### src/sv/rtic_pkg.sv
// shared types and constants for the rigid tube inertia block
package rtic_pkg;

  // configuration register indexes
  localparam int CFG_IDX_W = 8;
  localparam logic [CFG_IDX_W-1:0] REG_MASS   = 8'd0;
  localparam logic [CFG_IDX_W-1:0] REG_RADIUS = 8'd1;
  localparam logic [CFG_IDX_W-1:0] REG_LENGTH = 8'd2;

  // register reset values, 1.0 in unsigned Q16.16
  localparam logic [31:0] MASS_RST   = 32'h0001_0000;
  localparam logic [31:0] RADIUS_RST = 32'h0001_0000;
  localparam logic [31:0] LENGTH_RST = 32'h0001_0000;

  localparam logic [63:0] S64_MAX = 64'h7FFF_FFFF_FFFF_FFFF;
  localparam logic [31:0] S32_MAX = 32'h7FFF_FFFF;
  localparam logic [31:0] S32_MIN = 32'h8000_0000;

  // divide by three: 16-bit quotient digits, reciprocal ceil(2^19 / 3)
  localparam int          DIV_STEPS  = 5;
  localparam logic [17:0] DIV3_RECIP = 18'd174763;

  // tensor component order: xx yy zz xy xz yz
  localparam int N_COMP = 6;
  localparam logic [1:0] PAIR_J [N_COMP] = '{2'd0, 2'd1, 2'd2, 2'd0, 2'd0, 2'd1};
  localparam logic [1:0] PAIR_K [N_COMP] = '{2'd0, 2'd1, 2'd2, 2'd1, 2'd2, 2'd2};

  typedef enum logic [3:0] {
    ST_MUL_RR,
    ST_MUL_LL,
    ST_SUM,
    ST_MUL_A0,
    ST_MUL_A1,
    ST_MUL_R0,
    ST_MUL_R1,
    ST_ACC,
    ST_DIV,
    ST_FIN,
    ST_DONE
  } coef_state_t;

  // per-configuration coefficients handed to the item pipeline
  typedef struct packed {
    logic        ready;
    logic [63:0] ip;
    logic [63:0] diff;
  } coef_t;

endpackage

### src/sv/rtic_coef.sv
// coefficient unit: Ip, Ia and Ia - Ip from mass, radius and length
module rtic_coef import rtic_pkg::*; (
  input  logic        clk,
  input  logic        rst,
  input  logic        restart,
  input  logic [31:0] mass,
  input  logic [31:0] radius,
  input  logic [31:0] length,
  output coef_t       coef
);

  coef_state_t state, state_next;

  logic [31:0] mul_a, mul_b;
  logic [63:0] prod;
  logic [47:0] r2;
  logic [50:0] a;
  logic [63:0] pa_lo;
  logic [82:0] pa;
  logic [63:0] pr_lo;
  logic [63:0] ia;
  logic [79:0] dvd;
  logic [79:0] quo;
  logic [1:0]  rem;
  logic [2:0]  cnt;
  logic [63:0] ip;
  logic [63:0] diff;

  logic [79:0] pr;
  logic [17:0] dnum;
  logic [35:0] dmul;
  logic [15:0] dq;
  logic [17:0] dq3;
  logic [1:0]  drem;
  logic [63:0] ip_sat;

  // next state
  always_comb begin
    case (state)
      ST_MUL_RR: state_next = ST_MUL_LL;
      ST_MUL_LL: state_next = ST_SUM;
      ST_SUM:    state_next = ST_MUL_A0;
      ST_MUL_A0: state_next = ST_MUL_A1;
      ST_MUL_A1: state_next = ST_MUL_R0;
      ST_MUL_R0: state_next = ST_MUL_R1;
      ST_MUL_R1: state_next = ST_ACC;
      ST_ACC:    state_next = ST_DIV;
      ST_DIV:    state_next = (cnt == 3'(DIV_STEPS - 1)) ? ST_FIN : ST_DIV;
      ST_FIN:    state_next = ST_DONE;
      ST_DONE:   state_next = ST_DONE;
      default:   state_next = ST_MUL_RR;
    endcase
    if (restart) begin
      state_next = ST_MUL_RR;
    end
  end

  // multiplier operand select
  always_comb begin
    case (state)
      ST_MUL_RR: begin
        mul_a = radius;
        mul_b = radius;
      end
      ST_MUL_LL: begin
        mul_a = length;
        mul_b = length;
      end
      ST_MUL_A0: begin
        mul_a = mass;
        mul_b = a[31:0];
      end
      ST_MUL_A1: begin
        mul_a = mass;
        mul_b = {13'd0, a[50:32]};
      end
      ST_MUL_R0: begin
        mul_a = mass;
        mul_b = r2[31:0];
      end
      ST_MUL_R1: begin
        mul_a = mass;
        mul_b = {16'd0, r2[47:32]};
      end
      default: begin
        mul_a = 32'd0;
        mul_b = 32'd0;
      end
    endcase
  end

  assign pr     = {prod[47:0], 32'd0} + {16'd0, pr_lo};
  // one quotient digit: floor(v / 3) by reciprocal multiply, v below 3 * 2^16
  assign dnum   = {rem, dvd[79:64]};
  assign dmul   = {18'd0, dnum} * {18'd0, DIV3_RECIP};
  assign dq     = dmul[34:19];
  assign dq3    = {1'b0, dq, 1'b0} + {2'b00, dq};
  assign drem   = 2'(dnum - dq3);
  assign ip_sat = (|quo[79:63]) ? S64_MAX : quo[63:0];

  always_ff @(posedge clk) begin
    if (rst) begin
      state <= ST_MUL_RR;
    end else begin
      state <= state_next;
    end
  end

  always_ff @(posedge clk) begin
    prod <= mul_a * mul_b;
    case (state)
      ST_MUL_LL: r2 <= prod[63:16];
      // a = 6*r2 + l2
      ST_SUM: a <= {1'b0, r2, 2'b00} + {2'b00, r2, 1'b0} + {3'd0, prod[63:16]};
      ST_MUL_A1: pa_lo <= prod;
      ST_MUL_R0: pa <= {prod[50:0], 32'd0} + {19'd0, pa_lo};
      ST_MUL_R1: pr_lo <= prod;
      ST_ACC: begin
        ia  <= pr[79] ? S64_MAX : pr[79:16];
        dvd <= {15'd0, pa[82:18]};
        quo <= '0;
        rem <= 2'd0;
        cnt <= 3'd0;
      end
      // divide by three, one 16-bit quotient digit a cycle
      ST_DIV: begin
        quo <= {quo[63:0], dq};
        rem <= drem;
        dvd <= {dvd[63:0], 16'd0};
        cnt <= cnt + 3'd1;
      end
      ST_FIN: begin
        ip   <= ip_sat;
        diff <= ia - ip_sat;
      end
      default: ;
    endcase
  end

  assign coef.ready = (state == ST_DONE);
  assign coef.ip    = ip;
  assign coef.diff  = diff;

endmodule

### config.mk
export PLATFORM = sky130hd
export DESIGN_NAME = rtic_coef
export DESIGN_NICKNAME = d
export VERILOG_FILES = /design/src/sv/rtic_pkg.sv /design/src/sv/rtic_coef.sv
export SDC_FILE = /design/constraint.sdc
export NUM_CORES = 2
export LEC_CHECK = 0
export ABC_AREA = 1
export BUFFER_PORTS_ARGS = -buffer_cell sky130_fd_sc_hd__buf_2
export CORE_MARGIN = 2
export CORE_UTILIZATION = 45
export DETAILED_ROUTE_END_ITERATION = 10
export MAX_ROUTING_LAYER = met4
export PLACE_DENSITY = 0.67
export SETUP_SLACK_MARGIN = 0.15
export SLEW_MARGIN = 20
export SYNTH_ARGS = -nofsm -noshare
export SYNTH_HDL_FRONTEND = slang
export SYNTH_SLANG_ARGS = --single-unit
### constraint.sdc
create_clock -name clk -period 13.02 [get_ports clk]
set_clock_uncertainty 0.2 [all_clocks]
set_input_delay 1.953 -clock clk [delete_from_list [all_inputs] [get_ports clk]]
set_output_delay 1.953 -clock clk [all_outputs]
set_load 0.005 [all_outputs]
* Word level (Yosys, flattened, before mapping)
Cells that the tools add are included.
** Word-level totals
- Logic and storage cells :: 51
- Input port bits :: 99
- Output and inout bits :: 129
- Register bits after elaboration :: 735
** Operators by class
- $mul :: 2
- $add $sub $neg :: 8
- Mux-type cells :: 9
- Reductions and logical operators :: 6
- Equality and inequality tests :: 11
** Operators by type and width (count)
- $pmux W80 S2 :: 2
- $pmux W32 S6 :: 1
- $pmux W32 S3 :: 1
- $add A83 B64 Y83 :: 1
- $add A80 B64 Y80 :: 1
- $mul A32 B32 Y64 :: 1
- $mux W64 :: 1
- $sub A64 B64 Y64 :: 1
- $add A50 B49 Y51 :: 1
- $add A51 B48 Y51 :: 1
- $pmux W4 S10 :: 1
- $mul A18 B18 Y35 const B :: 1
- $reduce_or A17 Y1 :: 1
- $eq A4 B3 Y1 const B :: 4
- $eq A4 B4 Y1 const B :: 3
- $eq A4 B2 Y1 const B :: 2
- $pmux W3 S2 :: 1
- $eq A4 B1 Y1 const B :: 1
- $logic_not A4 Y1 :: 1
- $pmux W2 S2 :: 1
- $reduce_or A2 Y1 :: 2
- $reduce_or A4 Y1 :: 1
- $add A3 B1 Y3 const B :: 1
- $eq A3 B3 Y1 const B :: 1
- 4 further kinds :: 4

* Logic depth before layout (Yosys ltp)
- Depth after elaboration :: 4
- Gate-level depth with buffers :: 39
- Depth with buffers taken out :: 37

* Least setup slack after synthesis
OpenSTA, ideal clock, no wires.
- Path type :: reg2reg
- Start point :: register state[2]
- End point :: register cnt[0] (enable)
- Stages on the path, launching flop included :: 5
- Arrival time :: 12221 ps
- Slack :: -318 ps
- Path buffers :: 0
- Data required time :: 11902 ps
- Clock period less this slack :: 13338 ps
- Setup time :: 918 ps
- Cell sequence :: dfxtp_1 > inv_1 > nor2_1 > inv_2 > o21ai_0
** On the way
- Word-level cells in the longest chain between the ends :: 2
- Elaborated cells between the ends (all ways) :: 3
- Classes of those cells :: eq/ne (2); reduce/logical (1)
** Ends and longest elaborated chain
- from (decl) :: line rtic_coef.sv:12 : coef_state_t state, state_next;
- from (signal assigned) :: line rtic_coef.sv:105 : state <= state_next;
- $eq A4 B4 Y1 / $eq A4 B3 Y1 (equally long branches) :: line rtic_coef.sv:111 : case (state)
- $reduce_bool A2 Y1 (no line) *
- to (signal assigned) :: line rtic_coef.sv:130 : cnt <= cnt + 3'd1;
- to (decl) :: line rtic_coef.sv:25 : logic [2:0] cnt;
Mark *: on every way between the ends. The rest lies on a longest branch, timed or not.
A chain may end at the register's enable or synchronous reset.

* Worst setup path in the final report
- Start point :: register state[3]
- End point :: register prod[48]
** On the way
- Word-level cells in the longest chain between the ends :: 4
- Elaborated cells between the ends (all ways) :: 10
- Classes of those cells :: mul (1); eq/ne (5); mux (2); reduce/logical (2)
** Ends and longest elaborated chain
- $eq A4 B3 Y1 / $eq A4 B2 Y1 (equally long branches) :: line rtic_coef.sv:60 : case (state)
- $reduce_or A4 Y1 (no line)
- $pmux W32 S3 :: line rtic_coef.sv:60
- $mul A32 B32 Y64 * :: line rtic_coef.sv:110 : prod <= mul_a * mul_b;
- to (signal assigned) :: line rtic_coef.sv:110
- to (decl) :: line rtic_coef.sv:15 : logic [63:0] prod;
Marks and branches as above.

==> results by group <==
Die
  – Die width: 420 um
  – Die area: 177000 sq um
  – Io pins: 228
  – Die Y: 420 um
  – Core area: 172000 sq um
  – Initial Util: 45.4%
  – Row count: 152

Drt
  – DRC: 1
  – DR vias: 64000
  – Iteration-0 DRC Markers: 6166
  – TritonRoute pass-1 iters: 9
  – Final ANT Viol Nets: 0
  – Routed WL per cell: 24.9 um
  – Via/cell ratio: 5.47
  – Detailed-route wire length: 291000 um

Setup path
  – Setup crit end: prod[48]
  – Highest-delay cell along the critical path: inv_1
  – CP Max Fanout: 33
  – Critical Path RT: 13.38 ns
  – CP startpoint: state[3]
  – Worst R2R Start: state[3]
  – Slowest cell delay on critical path: 0.76 ns
  – Critical path type: reg2reg
  – Worst r2r path cells: 34
  – Crit. path cell count: 34
  – CP Data Arrival Time: 11.42 ns
  – Startpoint Class: flip-flop
  – Setup crit end kind: flip-flop
  – FF-to-FF End: prod[48]
  – Family with the most delay on the worst path: adder cells
  – Worst Path Buf+Inv: 13
  – R2r setup slk: 1.96 ns

Clocking
  – Post-cts resize count: 0
  – Total clock sinks: 682
  – Num CTS Buffers: 79
  – Clock Path Buffers: 3
  – Clock-pin slew on the worst setup and hold paths: 0.07 ns
  – Htree depth: 3
  – Worst-skew pair later-pin latency: 0.71 ns
  – Hold Buf Count CTS: 0
  – Root buf cell: clkbuf_16
  – CTS tree: built
  – Postcts setup bufs: 0

Synthesis
  – Synth area leaders: fa_1 27%, edfxtp_1 24%, ha_1 9.6%
  – Ys Warns: 0
  – Most numerous cell in the Yosys netlist: inv_1
  – Syn Area/Cell: 8.54 sq um
  – Net Count, Synth: 10900
  – Post-synth top area cell: fa_1
  – Top post-synthesis cells by count: 1937 x inv_1, 1667 x nand2_1, 1381 x nor2_1
  – Post-synthesis sequential area ratio: 25.4%
  – Top FF cell, synth: edfxtp_1
  – Post-synth EDFFs: 614
  – FF+latch count, synth: 682
  – Syn Inst Count: 9128
  – Post-Syn Area: 78000 sq um
  – Post-synthesis cell type count: 51
  – Top-area cell type share of the netlist area: 27.1%
  – Synth async-reset ratio: 0%

GRT
  – Largest net degree at the start of global routing: 154
  – GRT Residual Overflow: 0
  – M2 GR Usage: 53.6%
  – GRT busiest layer: met2
  – Global routing usage on met1: 42.3%
  – GRT Util Overall: 34.1%
  – Met3 usage: 5.61%
  – Initial antenna violation count: 20
  – Vias in the first global route: 65300
  – First-pass GRT wire length: 425000 um

Job
  – Max Cap Violations: 0

Timing
  – Relative slew margins: 25.0%
  – RSZ-0062 raised after global routing: false
  – Final max-slew violation count: 0
  – Setup ws final: 1.96 ns
  – Slew of the pin with the lowest slew margin: 1.12 ns
  – Final Hold Viols: 0
  – Crit share post-route: 84.9%
  – Final Setup Violations: 0
  – Setup TNS: 0 ns
  – Hold slack final: 0.211 ns
  – Peak Freq: 0.0904 GHz
  – Final min period: 11.06 ns

Cells and area
  – Fill cell count: 16700
  – Final Core Density: 49.1%
  – Post-layout nets: 11100
  – Area delta synth->final: 8.19%
  – Ratio of cells with drive above 1 in the final layout: 6.16%

Outcome
  – Failing checks: DRC
  – Status: finished with violations

Placement
  – HPWL after DPL: 240000 um
  – Number of I/O port buffers: 227
  – GPL Wtd Cong: 1.04
  – Dpl ws: 2.21 ns

Min path
  – Type of the worst min-delay path: reg2reg
## routing by layer
layer | vias to the layer above | wire [um]
met5 | - | 0
met3 | 782 | 24400
met2 | 3135 | 133000
met1 | 31600 | 114000
li1 | 28500 | -
met4 | 0 | 18900
## cells in the final DEF (no fill, tap or decap), drive strengths merged, types with 18 or more instances in the layout
cell type  instances
nor3              55
buf              321
nor4              18
a21oi            421
o21ai            255
fa              1056
a22o              28
xor2             150
nand3            272
o21bai            39
a21boi            19
nand2           1680
clkinv            34
nand4             54
a31oi             27
ha               597
nor2            1395
dfxtp             68
inv             1995
a21o              37
clkbuf            96
edfxtp           614
xnor2             63
a221oi            20
o21a              20
## worst reg2reg max path, delay by kind of cell (launching register included)
family,cells,cell delay [ns]
simple gates,9,2.13
flops,1,0.36
buf+inv,13,2.78
compound gates,3,0.98
fa+ha+maj,9,4.48
## worst min-delay path by stage
stage	startpoint	to	cells past startpoint
floorplan	pa_lo[18]	pa[18]	0
global placement	pa_lo[19]	pa[19]	0
detailed placement	pa_lo[20]	pa[20]	0
CTS	pa_lo[31]	pa[31]	0
global route	pa_lo[20]	pa[20]	0
finish	pa_lo[31]	pa[31]	0
## area by class of cell
type,count,area [sq um],area share [%]
clock inverters,50,563,0.667
inverters,1989,7470,8.86
well taps,2310,2890,3.43
clock buffers,96,2090,2.48
diodes,2,5.00,0.00593
flip-flops and latches,682,19800,23.5
multi-input cells,6249,49700,58.9
repair buffers,321,1850,2.20
## cells by family (layout without fill, tap and decap cells)
logic type / Yosys count / after routing / share of synthesized area [%]
other: 1 / 3 / 0.00481
buffers and inverters: 2197 / 2456 / 11.1
XOR/XNOR: 213 / 213 / 2.39
AND/OR/NAND/NOR: 3490 / 3490 / 17.8
AO/OA/AOI/OAI: 892 / 892 / 6.70
flip-flops: 682 / 682 / 25.4
adder cells (fa/ha/maj): 1653 / 1653 / 36.7
## registers in the layout, summed over array words and instances (netlist names)
register,cells
prod,64
ia,63
pa,65
pa_lo,46
a,51
ip,64
r2,48
rem,2
diff,64
pr_lo,48
state,4
quo,80
dvd,80
cnt,3
## stage by stage
step / cells / instance area (sq um)
finish: 11700 / 84400
detailed placement: 11600 / 81700
floorplan: 9128 / 78000
global route: 11700 / 84400
CTS: 11700 / 84400
global placement: 11600 / 81700
Power is left out: the tool's default activity adds up to more than one toggle a clock period on the data nets, which glitch-free logic cannot reach.
